==> config.mk <==
export PLATFORM = sky130hd
export DESIGN_NAME = gsc_queue
export DESIGN_NICKNAME = d
export VERILOG_FILES = /design/src/sv/gsc_pkg.sv /design/src/sv/gsc_queue.sv
export SDC_FILE = /design/constraint.sdc
export NUM_CORES = 1
export LEC_CHECK = 0
export ABC_AREA = 1
export BUFFER_PORTS_ARGS = -buffer_cell sky130_fd_sc_hd__buf_4
export CAP_MARGIN = 20
export CORE_ASPECT_RATIO = 0.9
export CORE_MARGIN = 2
export CORE_UTILIZATION = 45
export DETAILED_ROUTE_END_ITERATION = 10
export HOLD_SLACK_MARGIN = 0.12
export PLACE_DENSITY = 0.77
export SYNTH_ARGS = -nofsm -noshare
export SYNTH_HDL_FRONTEND = slang
export SYNTH_SLANG_ARGS = --single-unit
export TNS_END_PERCENT = 1
==> constraint.sdc <==
create_clock -name clk -period 5.7 [get_ports clk]
set_input_delay 1.14 -clock clk [delete_from_list [all_inputs] [get_ports clk]]
set_output_delay 1.14 -clock clk [all_outputs]
set_load 0.02 [all_outputs]
==> src/sv/gsc_pkg.sv <==
// Shared constants and types for the grid segment collision check.
// No dependencies; used by every module of the block.
`timescale 1ns / 1ps

package gsc_pkg;

    localparam int AXIS_CELLS = 256;
    localparam int AXIS_BITS  = 8;
    localparam int SIZE_BITS  = 9;
    localparam int COORD_BITS = 16;
    localparam int ADDR_BITS  = 2 * AXIS_BITS;
    localparam int PROD_BITS  = COORD_BITS + SIZE_BITS;
    localparam int DRIFT_BITS = AXIS_BITS + 3;
    localparam int QUEUE_DEPTH = 2;

    // Function codes of an input transaction.
    localparam logic [1:0] FUNC_WRITE = 2'd0;
    localparam logic [1:0] FUNC_CHECK = 2'd1;
    localparam logic [1:0] FUNC_QUERY = 2'd2;

    // Result status codes.
    localparam logic [1:0] ST_FREE    = 2'd0;
    localparam logic [1:0] ST_BLOCKED = 2'd1;
    localparam logic [1:0] ST_RANGE   = 2'd2;

    // Configuration register indexes.
    localparam logic [2:0] CFG_GRID_WIDTH  = 3'd0;
    localparam logic [2:0] CFG_GRID_HEIGHT = 3'd1;
    localparam logic [2:0] CFG_X_LOW       = 3'd2;
    localparam logic [2:0] CFG_X_HIGH      = 3'd3;
    localparam logic [2:0] CFG_Y_LOW       = 3'd4;
    localparam logic [2:0] CFG_Y_HIGH      = 3'd5;

    // Operations handed from the front part to the back part.
    typedef enum logic [1:0] {
        OP_RANGE = 2'd0,
        OP_WRITE = 2'd1,
        OP_WALK  = 2'd2
    } op_t;

    typedef struct packed {
        op_t                  op;
        logic [AXIS_BITS-1:0] x0;
        logic [AXIS_BITS-1:0] y0;
        logic [AXIS_BITS-1:0] x1;
        logic [AXIS_BITS-1:0] y1;
        logic                 free;
    } cmd_t;

    localparam int CMD_BITS = $bits(cmd_t);

endpackage

==> src/sv/gsc_queue.sv <==
// Short command queue between the front and back parts.
// Depends on gsc_pkg for the command type and depth.
`timescale 1ns / 1ps

module gsc_queue (
    input  logic          clk,
    input  logic          rst_n,
    input  logic          wr_valid,
    output logic          wr_ready,
    input  gsc_pkg::cmd_t wr_cmd,
    output logic          rd_valid,
    input  logic          rd_ready,
    output gsc_pkg::cmd_t rd_cmd
);
    import gsc_pkg::*;

    localparam int PTR_BITS = $clog2(QUEUE_DEPTH);

    cmd_t                entry_reg [QUEUE_DEPTH];
    logic [PTR_BITS-1:0] wp_reg, rp_reg;
    logic [PTR_BITS:0]   count_reg, count_next;
    logic                push, pop;

    assign wr_ready = count_reg != (PTR_BITS+1)'(QUEUE_DEPTH);
    assign rd_valid = count_reg != '0;
    assign rd_cmd   = entry_reg[rp_reg];
    assign push     = wr_valid && wr_ready;
    assign pop      = rd_valid && rd_ready;

    always_comb
    begin
        count_next = count_reg;
        if (push && !pop)
        begin
            count_next = count_reg + 1'b1;
        end
        else if (pop && !push)
        begin
            count_next = count_reg - 1'b1;
        end
    end

    always_ff @(posedge clk or negedge rst_n)
    begin
        if (!rst_n)
        begin
            wp_reg    <= '0;
            rp_reg    <= '0;
            count_reg <= '0;
        end
        else
        begin
            count_reg <= count_next;
            if (push)
            begin
                wp_reg <= wp_reg + 1'b1;
            end
            if (pop)
            begin
                rp_reg <= rp_reg + 1'b1;
            end
        end
    end

    always_ff @(posedge clk)
    begin
        if (push)
        begin
            entry_reg[wp_reg] <= wr_cmd;
        end
    end

endmodule

==> impl_metrics.json <==
{
  "clock-sinks": 74,
  "ant_nets": 0,
  "ys_top_cells_by_area": "edfxtp_1 (74%), nand2_1 (14%), dfrtp_1 (3.5%)",
  "min_period_over_period_pct": 53.2,
  "crit-reg2reg-launch": "count_reg[0]$_DFFE_PN0P_",
  "hold_ws_ps": 521,
  "initial_core_util_pct": 46.3,
  "cp_max_fo": 36,
  "r2r_cells": 4,
  "die_h_um": 79.2,
  "cts_made_buffers": 9,
  "wl_met1_um": 2060,
  "antenna_found_initial": 0,
  "startpoint_type": "register",
  "drtIter0Drc": 92,
  "coreArea_sq_mm": 0.00611,
  "port_buffers": 75,
  "cts.repair.resized": 0,
  "synth_edf_count": 70,
  "grt_overflow": 0,
  "dp_hpwl_um": 3100,
  "grt_pass1_vias": 1632,
  "netlist_instances": 211,
  "drtPass1Iterations": 4,
  "min_to": "count_reg[1]$_DFFE_PN0P_",
  "period_needed_ps": 3030,
  "fin_worst_skew_ps": 6.40,
  "syn_area_per_cell_sq_um": 13.4,
  "p_leak_nw": 1.58,
  "wl_um": 4920,
  "preCtsSetupSlack_ps": 2980,
  "slew_viol_final": 0,
  "viasPerCell": 4.45,
  "cts_setup_buffers": 0,
  "drive_above_1_share_pct": 37.0,
  "vdd_drop_max_v": 0.000297,
  "ys_types": 16,
  "rows": 27,
  "antennaDiodeCount": 0,
  "wl_met3_um": 346,
  "synthFlopType": "edfxtp_1",
  "worst_pin_slew_ps": 987,
  "grt_usage_pct": 15.1,
  "crit_required_ps": 4560,
  "setup_violations": 0,
  "cts_hold_buf": 0,
  "areaGrowthSynthToFinish_pct": 30.2,
  "min_path_cells": 2,
  "grt_max_degree": 37,
  "crit_type": "reg -> out",
  "status": "finished clean",
  "ys_warn_count": 0,
  "rsz0062_at_grt": "false",
  "die_area_sq_mm": 0.00694,
  "clockBufferDepth": 2,
  "arrival_ps": 1890,
  "io_pins": 76,
  "finalNonFillerCells": 384,
  "syn-num-nets": 251,
  "fmax_ghz": 0.330,
  "setup-tns-final_ps": 0,
  "num-nets-final": 332,
  "n_fill_cell": 503,
  "min-delay-start": "count_reg[1]$_DFFE_PN0P_",
  "h-tree-depth": 3,
  "synth.ff_latch_count": 74,
  "largest_reg_flops": 70,
  "reg2reg_slack_ps": 3870,
  "place_congestion": 0.636,
  "cap_viol_max_count": 0,
  "seq_area_frac_synth_pct": 77.8,
  "final_util_pct": 60.3,
  "clock_latency_ps": 340,
  "synthArstFlopShare_pct": 5.41,
  "rr_endpoint": "entry_reg[1][4]$_DFFE_PP_",
  "routed.top_layer": "met4",
  "crit_path_end_kind": "primary output",
  "drc": 0,
  "p_per_area_mw_per_mm2": 544,
  "fp.dieW_um": 87.6,
  "relSlewSlack_pct": 34.1,
  "vias": 1710,
  "hp-class": "reg -> reg",
  "yosysTopAreaCell": "edfxtp_1",
  "finalHoldViolations": 0,
  "cts.reportedPaths.clkPinSlew_ps": 70,
  "place_inst": 367,
  "cts_tree": "done",
  "setup_ws_ps": 2670,
  "avgRoutedWirePerCell_um": 12.8,
  "clockRootBuffer": "clkbuf_8",
  "grt_pass1_wl_um": 7650,
  "wl_met2_um": 2440,
  "syn_area_sq_mm": 0.00283,
  "synth_top_area_share_pct": 74.3
}
[cell families after synthesis]
family | share of synthesized area (%)
AND/OR/NAND/NOR | 17.2
flip-flops | 77.8
buffers and inverters | 3.89
XOR/XNOR | 0.619
adder cells (fa/ha/maj) | 0.442
[worst max path at each step]
stage / from / end / slack (ps)
after CTS: rp_reg$_DFFE_PN0P_ / rd_cmd[15] / 2620
after global routing: rp_reg$_DFFE_PN0P_ / rd_cmd[11] / 2490
final: rp_reg$_DFFE_PN0P_ / rd_cmd[15] / 2670
after global placement: rp_reg$_DFFE_PN0P_ / rd_cmd[15] / 3040
after detailed placement: rp_reg$_DFFE_PN0P_ / rd_cmd[15] / 2980
after floorplan: wr_valid / entry_reg[0][0]$_DFFE_PP_ / 2580
[area by class of cell]
cell class	count	area (sq um)	share of cell area (%)
repair buffers	77	591	16.0
well taps	87	109	2.95
clock inverters	7	93.8	2.55
inverters	7	33.8	0.916
multi-input cells	123	533	14.5
clock buffers	9	124	3.36
flip-flops and latches	74	2200	59.7
[Yosys cell counts (2+ instances only)]
cell,number
dfrtp_1,4
nand2_1,102
edfxtp_1,70
nor2_1,2
buf_4,3
inv_1,5
nand2_2,13
buf_6,3
nand3_1,2
[layout by cell type, fill, tap and decap left out]
master and count:
buf_12 1, buf_4 76, bufinv_16 2, clkbuf_8 9, clkinv_2 2, clkinv_4 1, clkinvlp_4 2, dfrtp_1 4
edfxtp_1 70, ha_1 1, inv_1 5, inv_2 1, inv_8 1, nand2_1 102, nand2_2 13, nand3_1 2
nand4_1 1, nor2_4 2, xnor2_1 1, xor2_1 1
[per-layer routing]
metal  vias to the layer above  GRT usage [%]
met1                       769           17.9
met4                         0           6.92
met2                        68           25.2
met5                         -              0
li1                        864              -
met3                         9           4.57
[stage by stage]
| stage | total power (W) | cell area (sq um) |
|---|---|---|
| after global routing | 0.00212 | 3690 |
| after CTS | 0.00202 | 3670 |
| after global placement | 0.00157 | 3450 |
| after detailed placement | 0.00158 | 3450 |
| after floorplan | 0.00131 | 2830 |
| final | 0.00200 | 3690 |
[where the power goes]
group	leakage, nW	internal, W	total, W	switching, W
sequential	0.699	0.000745	0.000799	0.0000543
clock	0.105	0.000245	0.000435	0.000190
combinational	0.774	0.000285	0.000769	0.000484
total	1.58	0.00128	0.00200	0.000728
[critical path, stage by stage (launching register included)]
cell and delay [ps]:
dfrtp_1 710, buf_4 370, inv_8 150, nand2_1 90
nand2_1 70, buf_4 160
No activity file was read; power rests on OpenSTA's default activity.
