$ cat config.mk
export PLATFORM = sky130hd
export DESIGN_NAME = gsc_front
export DESIGN_NICKNAME = d
export VERILOG_FILES = /design/src/sv/gsc_pkg.sv /design/src/sv/gsc_front.sv
export SDC_FILE = /design/constraint.sdc
export NUM_CORES = 1
export LEC_CHECK = 0
export BUFFER_PORTS_ARGS = -buffer_cell sky130_fd_sc_hd__buf_2
export CORE_MARGIN = 5
export CORE_UTILIZATION = 27
export CTS_CLUSTER_DIAMETER = 80
export DETAILED_ROUTE_END_ITERATION = 8
export GPL_TIMING_DRIVEN = 0
export PLACE_DENSITY = 0.51
export SYNTH_ARGS = -nofsm -noshare
export SYNTH_HDL_FRONTEND = slang
export SYNTH_SLANG_ARGS = --single-unit
$ cat constraint.sdc
create_clock -name clk -period 8.85 [get_ports clk]
set_input_delay 0.4425 -clock clk [delete_from_list [all_inputs] [get_ports clk]]
set_output_delay 0.4425 -clock clk [all_outputs]
set_load 0.1 [all_outputs]
$ cat src/sv/gsc_pkg.sv
// Shared constants and types for the grid segment collision check.
// No dependencies; used by every module of the block.
`timescale 1ns / 1ps

package gsc_pkg;

    localparam int AXIS_CELLS = 256;
    localparam int AXIS_BITS  = 8;
    localparam int SIZE_BITS  = 9;
    localparam int COORD_BITS = 16;
    localparam int ADDR_BITS  = 2 * AXIS_BITS;
    localparam int PROD_BITS  = COORD_BITS + SIZE_BITS;
    localparam int DRIFT_BITS = AXIS_BITS + 3;
    localparam int QUEUE_DEPTH = 2;

    // Function codes of an input transaction.
    localparam logic [1:0] FUNC_WRITE = 2'd0;
    localparam logic [1:0] FUNC_CHECK = 2'd1;
    localparam logic [1:0] FUNC_QUERY = 2'd2;

    // Result status codes.
    localparam logic [1:0] ST_FREE    = 2'd0;
    localparam logic [1:0] ST_BLOCKED = 2'd1;
    localparam logic [1:0] ST_RANGE   = 2'd2;

    // Configuration register indexes.
    localparam logic [2:0] CFG_GRID_WIDTH  = 3'd0;
    localparam logic [2:0] CFG_GRID_HEIGHT = 3'd1;
    localparam logic [2:0] CFG_X_LOW       = 3'd2;
    localparam logic [2:0] CFG_X_HIGH      = 3'd3;
    localparam logic [2:0] CFG_Y_LOW       = 3'd4;
    localparam logic [2:0] CFG_Y_HIGH      = 3'd5;

    // Operations handed from the front part to the back part.
    typedef enum logic [1:0] {
        OP_RANGE = 2'd0,
        OP_WRITE = 2'd1,
        OP_WALK  = 2'd2
    } op_t;

    typedef struct packed {
        op_t                  op;
        logic [AXIS_BITS-1:0] x0;
        logic [AXIS_BITS-1:0] y0;
        logic [AXIS_BITS-1:0] x1;
        logic [AXIS_BITS-1:0] y1;
        logic                 free;
    } cmd_t;

    localparam int CMD_BITS = $bits(cmd_t);

endpackage

$ cat src/sv/gsc_front.sv
// Front part: configuration registers, input acceptance and quantization.
// Depends on gsc_pkg; feeds the command queue.
`timescale 1ns / 1ps

module gsc_front (
    input  logic                         clk,
    input  logic                         rst_n,
    input  logic                         cfg_we,
    input  logic [2:0]                   cfg_index,
    input  logic [gsc_pkg::COORD_BITS-1:0] cfg_data,
    input  logic                         in_valid,
    output logic                         in_ready,
    input  logic [1:0]                   func,
    input  logic [gsc_pkg::COORD_BITS-1:0] src_x,
    input  logic [gsc_pkg::COORD_BITS-1:0] src_y,
    input  logic [gsc_pkg::COORD_BITS-1:0] dst_x,
    input  logic [gsc_pkg::COORD_BITS-1:0] dst_y,
    input  logic [gsc_pkg::AXIS_BITS-1:0]  cell_x,
    input  logic [gsc_pkg::AXIS_BITS-1:0]  cell_y,
    input  logic                         cell_free,
    output logic                         cmd_valid,
    input  logic                         cmd_ready,
    output gsc_pkg::cmd_t                cmd
);
    import gsc_pkg::*;

    localparam logic [2:0] F_IDLE  = 3'd0;
    localparam logic [2:0] F_CHECK = 3'd1;
    localparam logic [2:0] F_DIV   = 3'd2;
    localparam logic [2:0] F_PUSH  = 3'd3;

    logic [2:0]            state_reg, state_next;
    logic [SIZE_BITS-1:0]  gw_reg, gh_reg;
    logic [COORD_BITS-1:0] xl_reg, xh_reg, yl_reg, yh_reg;
    logic [1:0]            func_reg;
    logic [COORD_BITS-1:0] sx_reg, sy_reg, dx_reg, dy_reg;
    logic [AXIS_BITS-1:0]  cx_reg, cy_reg;
    logic                  free_reg;
    logic [1:0]            k_reg, k_next;
    op_t                   op_reg, op_next;
    logic [COORD_BITS-1:0] rem_reg, rem_next;
    logic [SIZE_BITS-1:0]  sh_reg, sh_next;
    logic [SIZE_BITS-1:0]  q_reg, q_next;
    logic [3:0]            cnt_reg, cnt_next;
    logic [COORD_BITS-1:0] div_reg, div_next;
    logic [SIZE_BITS-1:0]  n_reg, n_next;
    logic [AXIS_BITS-1:0]  qc_reg [4];

    logic [SIZE_BITS-1:0]  eff_w, eff_h, n_sel;
    logic [COORD_BITS-1:0] c_sel, lo_sel, hi_sel, diff;
    logic [PROD_BITS-1:0]  prod;
    logic                  bad;
    logic [COORD_BITS:0]   trial;
    logic                  ge;
    logic [SIZE_BITS-1:0]  q_new, q_clamp;
    logic                  last_k;
    logic                  qc_we;

    always_comb
    begin
        eff_w = (gw_reg == '0) ? SIZE_BITS'(1) :
                (gw_reg > SIZE_BITS'(AXIS_CELLS)) ? SIZE_BITS'(AXIS_CELLS) : gw_reg;
        eff_h = (gh_reg == '0) ? SIZE_BITS'(1) :
                (gh_reg > SIZE_BITS'(AXIS_CELLS)) ? SIZE_BITS'(AXIS_CELLS) : gh_reg;
        case (k_reg)
            2'd0:    c_sel = sx_reg;
            2'd1:    c_sel = sy_reg;
            2'd2:    c_sel = dx_reg;
            default: c_sel = dy_reg;
        endcase
        lo_sel = k_reg[0] ? yl_reg : xl_reg;
        hi_sel = k_reg[0] ? yh_reg : xh_reg;
        n_sel  = k_reg[0] ? eff_h : eff_w;
        bad    = (hi_sel <= lo_sel) || (c_sel < lo_sel) || (c_sel > hi_sel);
        diff   = c_sel - lo_sel;
        prod   = PROD_BITS'(diff) * PROD_BITS'(n_sel);
        trial  = {rem_reg, sh_reg[SIZE_BITS-1]};
        ge     = trial >= {1'b0, div_reg};
        q_new  = {q_reg[SIZE_BITS-2:0], ge};
        q_clamp = (q_new > n_reg - SIZE_BITS'(1)) ? n_reg - SIZE_BITS'(1) : q_new;
        last_k = (func_reg == FUNC_QUERY) ? (k_reg == 2'd1) : (k_reg == 2'd3);
    end

    always_comb
    begin
        state_next = state_reg;
        k_next     = k_reg;
        op_next    = op_reg;
        rem_next   = rem_reg;
        sh_next    = sh_reg;
        q_next     = q_reg;
        cnt_next   = cnt_reg;
        div_next   = div_reg;
        n_next     = n_reg;
        qc_we      = 1'b0;
        in_ready   = 1'b0;
        cmd_valid  = 1'b0;
        case (state_reg)
            F_IDLE:
            begin
                in_ready = 1'b1;
                if (in_valid)
                begin
                    k_next     = 2'd0;
                    state_next = F_CHECK;
                end
            end
            F_CHECK:
            begin
                if (func_reg == FUNC_WRITE)
                begin
                    op_next = ({1'b0, cx_reg} < eff_w && {1'b0, cy_reg} < eff_h) ?
                              OP_WRITE : OP_RANGE;
                    state_next = F_PUSH;
                end
                else if (func_reg != FUNC_CHECK && func_reg != FUNC_QUERY)
                begin
                    op_next    = OP_RANGE;
                    state_next = F_PUSH;
                end
                else if (bad)
                begin
                    op_next    = OP_RANGE;
                    state_next = F_PUSH;
                end
                else
                begin
                    op_next    = OP_WALK;
                    rem_next   = prod[PROD_BITS-1:SIZE_BITS];
                    sh_next    = prod[SIZE_BITS-1:0];
                    q_next     = '0;
                    cnt_next   = '0;
                    div_next   = hi_sel - lo_sel;
                    n_next     = n_sel;
                    state_next = F_DIV;
                end
            end
            F_DIV:
            begin
                rem_next = ge ? COORD_BITS'(trial - {1'b0, div_reg}) : trial[COORD_BITS-1:0];
                sh_next  = {sh_reg[SIZE_BITS-2:0], 1'b0};
                q_next   = q_new;
                cnt_next = cnt_reg + 4'd1;
                if (cnt_reg == 4'(SIZE_BITS - 1))
                begin
                    qc_we = 1'b1;
                    if (last_k)
                    begin
                        state_next = F_PUSH;
                    end
                    else
                    begin
                        k_next     = k_reg + 2'd1;
                        state_next = F_CHECK;
                    end
                end
            end
            F_PUSH:
            begin
                cmd_valid = 1'b1;
                if (cmd_ready)
                begin
                    state_next = F_IDLE;
                end
            end
            default:
            begin
                state_next = F_IDLE;
            end
        endcase
    end

    always_comb
    begin
        cmd.op   = op_reg;
        cmd.free = free_reg;
        if (func_reg == FUNC_WRITE)
        begin
            cmd.x0 = cx_reg;
            cmd.y0 = cy_reg;
            cmd.x1 = cx_reg;
            cmd.y1 = cy_reg;
        end
        else if (func_reg == FUNC_QUERY)
        begin
            cmd.x0 = qc_reg[0];
            cmd.y0 = qc_reg[1];
            cmd.x1 = qc_reg[0];
            cmd.y1 = qc_reg[1];
        end
        else
        begin
            cmd.x0 = qc_reg[0];
            cmd.y0 = qc_reg[1];
            cmd.x1 = qc_reg[2];
            cmd.y1 = qc_reg[3];
        end
    end

    always_ff @(posedge clk or negedge rst_n)
    begin
        if (!rst_n)
        begin
            state_reg <= F_IDLE;
            gw_reg    <= SIZE_BITS'(AXIS_CELLS);
            gh_reg    <= SIZE_BITS'(AXIS_CELLS);
            xl_reg    <= '0;
            xh_reg    <= '1;
            yl_reg    <= '0;
            yh_reg    <= '1;
        end
        else
        begin
            state_reg <= state_next;
            if (cfg_we)
            begin
                case (cfg_index)
                    CFG_GRID_WIDTH:  gw_reg <= cfg_data[SIZE_BITS-1:0];
                    CFG_GRID_HEIGHT: gh_reg <= cfg_data[SIZE_BITS-1:0];
                    CFG_X_LOW:       xl_reg <= cfg_data;
                    CFG_X_HIGH:      xh_reg <= cfg_data;
                    CFG_Y_LOW:       yl_reg <= cfg_data;
                    CFG_Y_HIGH:      yh_reg <= cfg_data;
                    default:         ;
                endcase
            end
        end
    end

    always_ff @(posedge clk)
    begin
        if (in_valid && in_ready)
        begin
            func_reg <= func;
            sx_reg   <= src_x;
            sy_reg   <= src_y;
            dx_reg   <= dst_x;
            dy_reg   <= dst_y;
            cx_reg   <= cell_x;
            cy_reg   <= cell_y;
            free_reg <= cell_free;
        end
        k_reg   <= k_next;
        op_reg  <= op_next;
        rem_reg <= rem_next;
        sh_reg  <= sh_next;
        q_reg   <= q_next;
        cnt_reg <= cnt_next;
        div_reg <= div_next;
        n_reg   <= n_next;
        if (qc_we)
        begin
            qc_reg[k_reg] <= q_clamp[AXIS_BITS-1:0];
        end
    end

endmodule

==> results.txt <==
* Hold crit path type: primary input to register
- Worst-Skew Late Latency: between 0.5 and 0.6 ns
* Worst EP required: a little over 9 ns
- Entering global routing, the biggest net connects 75 pins.
- Clock-pin slew on the worst setup and hold paths: about 0.060 ns
- Area growth, synth to finish: 17.28%
- The first detailed-routing pass took 6 iterations.
- After layout, the minimum clock period comes to a little over 8 ns.
* Net count, final: 2,252
- Worst setup slack for register-to-register paths: between 0.5 and 0.6 ns
- Max incr delay on CP: between 0.5 and 0.6 ns
- The largest individual stage delay along the critical path comes from the cell sky130_fd_sc_hd__fa_1.
* Sinks on the clock net: between 200 and 300
- Post-synth top flop: sky130_fd_sc_hd__edfxtp_1
- At the end of routability-driven placement, the weighted congestion stood at about 0.85.
- Run status: finished, final reports clean
* CTS H-Tree Depth: 2
* Aggregate global routing overflow: 0
* Synth warn: 0
- In this run the most critical hold path is launched from dst_x[0].
- For this configuration, the core starts out at a cell density of a little over a quarter.
- Final Setup Violations: 0
* Number of inserted filler cells in the final layout: approximately 7,100
- R2R depth: 31
- For this run, design rule violations remaining after detail routing come to 0.
- Destination of the worst hold path: dx_reg[0]$_DFFE_PP_
* Final Slew Violations: 0
* Per-cell routed wire length: 18.25 µm
- The register with the most flip-flops in the layout has 32 of them.
* Sort of element at the start of the critical path: register
- Clock tree from TritonCTS: done
- Synthesized flop and latch total: 265
* Worst endpoint data arrival time: about 8.6 ns
- After layout, the worst path uses 94.00% of the clock period.
- Each instance of the synthesized netlist takes up on average 10.86 µm².
- The worst setup path is captured at a register.
* Die Height: 273.1 µm
* Kind of cell adding the most delay to the critical path: adder cells
- Cells with a size suffix above 1 make up about a fifth of the layout.
- During placement, the flow inserted port buffers numbering 141.
- Of all flip-flops after synthesis, the portion carrying an async set or reset was between 30% and 40%.
- Transition time at the pin with the least slew margin: 1.408 ns
- The worst pin sits at a relative slew slack of roughly 5.3%.
- Start-to-end type of the worst setup path: register to register
- Area of the die: 0.07456 mm²
- In this run the critical register-to-register path is launched from k_reg[1]$_SDFFCE_PN0P_.
- Violation count after the first detailed-route iteration: 847
- Among the stages of the critical path, the cell type that occurs most often is sky130_fd_sc_hd__inv_1.
- The floorplan step defined a core boundary enclosing 0.06859 mm².
- The floorplan step set the die width to roughly 270 µm.
* Final core occ: between 30% and 40%
- Final hold analysis gives a worst-case slack of ~0.066 ns.
- Root buf cell: sky130_fd_sc_hd__clkbuf_16
- Post-layout instance area: ~0.022 mm²
* ANT nets after route: 0
- Clock skew after layout: 0.01613 ns
- Total standard cell area after synthesis: ~0.019 mm²
- Wire length reported by the detailed router: between 50,000 and 60,000 µm
- The initial antenna violation count came to 2.
- Number of distinct library cell variants in the gate-level netlist after synthesis: 76
* Synthesized instance count: between 1,500 and 2,000
- Hold Fails Final Rpt: 0
- The wire-length estimate of the detail-placed layout is ~42,000 µm.
- Number of standard-cell rows in the floorplan: 96
- Setup repair after global routing left no endpoint under its margin.
- Along the worst hold path, the cell count comes to 1.
- Global routing consumed, over all layers together, around 14% of the routing resources.
- The worst register-to-register path ends at rem_reg[12]$_DFFE_PP_.
- Counting the buffers created by CTS gives 34.
- Placement Cell Area: 0.02065 mm²
* Buffering stage count on the worst path with inverters included: 8
- Largest fanout on the critical path: 10
- Counting flops with a built-in enable in the synthesized netlist gives roughly 180.
- After detailed routing, the number of vias per cell comes to approximately 4.8.
- Adding up every negative setup slack in the final design gives 0 ns.
- Number of vias after detailed routing: about 14,000
- Via count of the first global-routing pass: between 10,000 and 15,000
- The clock passes through at most 3 buffers.
* Wire length of the first global-routing pass: 81,250 µm
* Max Fclk: 0.1202 GHz
* Count of maximum capacitance violations: 0
- When the netlist entered floorplanning its net count stood at 2,071.
- Sequential cell area fraction in the yosys report: 40.57%
* Number of top-level design ports: 144
[layout by cell type (no fill, tap or decap), drive strengths merged, types with 17 or more instances in the layout]
cell    Yosys  final
buf         9    153
o21a       18     18
dfstp      34     34
mux2       86     86
nor2b      17     17
nor2      137    137
dfrtp      50     50
xor2       22     22
xnor2      35     35
ha        141    141
a21oi      79     79
a21o       41     41
fa        102    102
mux2i      65     65
inv       217    222
nand2      99     99
nand2b     46     46
o21ai      80     80
edfxtp    181    181
nor3       32     32
clkbuf     50     97
[kinds of logic (layout without fill, tap and decap cells)]
group	count (synthesis)	count (layout)	share of synthesized area (%)
and+or+nand+nor	413	413	10.68
AOI/OAI and AO/OA	315	315	11.40
buffers and inverters	277	484	5.605
DFF	265	265	40.57
adders and majority gates	243	243	20.37
muxes	151	151	8.665
xor gates and xnor gates	57	57	2.712
other	0	1	0
[stage by stage]
stage	worst slack (ns)	cells
finish	0.5308	2860
global route	0.04759	2859
CTS	0.02579	2860
detailed placement	-0.1506	2797
global placement	-0.06427	2793
floorplan	1.375	1721
[routing by layer]
layer | share of wire [%] | vias to the layer above | track usage, %
li1 | - | 6374 | -
met1 | 44 | 6802 | 18.16
met2 | 48 | 320 | 23.62
met3 | 5.0 | 90 | 2.414
met4 | 3.1 | 2 | 4.447
met5 | 0.025 | - | 0
[synth_stat cells (6+ instances only)]
master | number | area share, %
sky130_fd_sc_hd__a211oi_1 | 14 | 0.56
sky130_fd_sc_hd__a21boi_0 | 7 | 0.28
sky130_fd_sc_hd__a21o_1 | 41 | 1.6
sky130_fd_sc_hd__a21oi_1 | 78 | 2.1
sky130_fd_sc_hd__a222oi_1 | 16 | 0.86
sky130_fd_sc_hd__a31oi_1 | 8 | 0.27
sky130_fd_sc_hd__and2_1 | 16 | 0.54
sky130_fd_sc_hd__and3_1 | 7 | 0.23
sky130_fd_sc_hd__clkbuf_1 | 50 | 1.0
sky130_fd_sc_hd__dfrtp_1 | 50 | 6.7
sky130_fd_sc_hd__dfstp_2 | 34 | 4.8
sky130_fd_sc_hd__edfxtp_1 | 181 | 29
sky130_fd_sc_hd__fa_1 | 102 | 11
sky130_fd_sc_hd__ha_1 | 141 | 9.4
sky130_fd_sc_hd__inv_1 | 216 | 4.3
sky130_fd_sc_hd__mux2_2 | 86 | 5.2
sky130_fd_sc_hd__mux2i_1 | 65 | 3.5
sky130_fd_sc_hd__nand2_1 | 99 | 2.0
sky130_fd_sc_hd__nand2b_1 | 46 | 1.5
sky130_fd_sc_hd__nand3_1 | 13 | 0.35
sky130_fd_sc_hd__nand4_1 | 12 | 0.40
sky130_fd_sc_hd__nor2_1 | 137 | 2.8
sky130_fd_sc_hd__nor2b_1 | 17 | 0.57
sky130_fd_sc_hd__nor3_1 | 31 | 0.83
sky130_fd_sc_hd__o21a_1 | 18 | 0.72
sky130_fd_sc_hd__o21ai_0 | 77 | 2.1
sky130_fd_sc_hd__o21bai_1 | 6 | 0.24
sky130_fd_sc_hd__or2_2 | 8 | 0.27
sky130_fd_sc_hd__or3_1 | 7 | 0.23
sky130_fd_sc_hd__xnor2_1 | 34 | 1.6
sky130_fd_sc_hd__xor2_1 | 22 | 1.0
[area by class of cell]
cell class	count	area (µm²)	share of cell area, %
Multi-Input combinational cell	1179	10120	46.17
Sequential cell	265	7580	34.59
Buffer	57	235.2	1.073
Tap cell	931	1165	5.316
Clock buffer	47	1002	4.574
Inverter	218	818.3	3.734
Timing Repair Buffer	147	810.8	3.700
Antenna cell	1	2.502	0.01142
Clock inverter	15	181.4	0.8280
[repair_timing]
| item | CTS | global route |
|---|---|---|
| endpoints found under the hold margin | 16 | 0 |
| hold buffers | 1 | 0 |
| resized for setup | 5 | 22 |
| pin swaps | 0 | 2 |
| endpoints found under the setup margin | 7 | 9 |
| setup buffers | 0 | 1 |
[worst max path at each step]
| stage | from | end | slack (ns) | cells past startpoint |
|---|---|---|---|---|
| after floorplan | k_reg[0]$_SDFFCE_PN0P_ | rem_reg[15]$_DFFE_PP_ | 1.37 | 33 |
| after global placement | k_reg[0]$_SDFFCE_PN0P_ | rem_reg[13]$_DFFE_PP_ | -0.06 | 32 |
| after detailed placement | k_reg[0]$_SDFFCE_PN0P_ | rem_reg[12]$_DFFE_PP_ | -0.15 | 29 |
| after CTS | k_reg[1]$_SDFFCE_PN0P_ | rem_reg[12]$_DFFE_PP_ | 0.03 | 31 |
| after global routing | k_reg[1]$_SDFFCE_PN0P_ | rem_reg[13]$_DFFE_PP_ | 0.05 | 32 |
| final | k_reg[1]$_SDFFCE_PN0P_ | rem_reg[12]$_DFFE_PP_ | 0.53 | 31 |
Power is left out: the tool's default activity adds up to more than one toggle a clock period on the data nets, which glitch-free logic cannot reach.
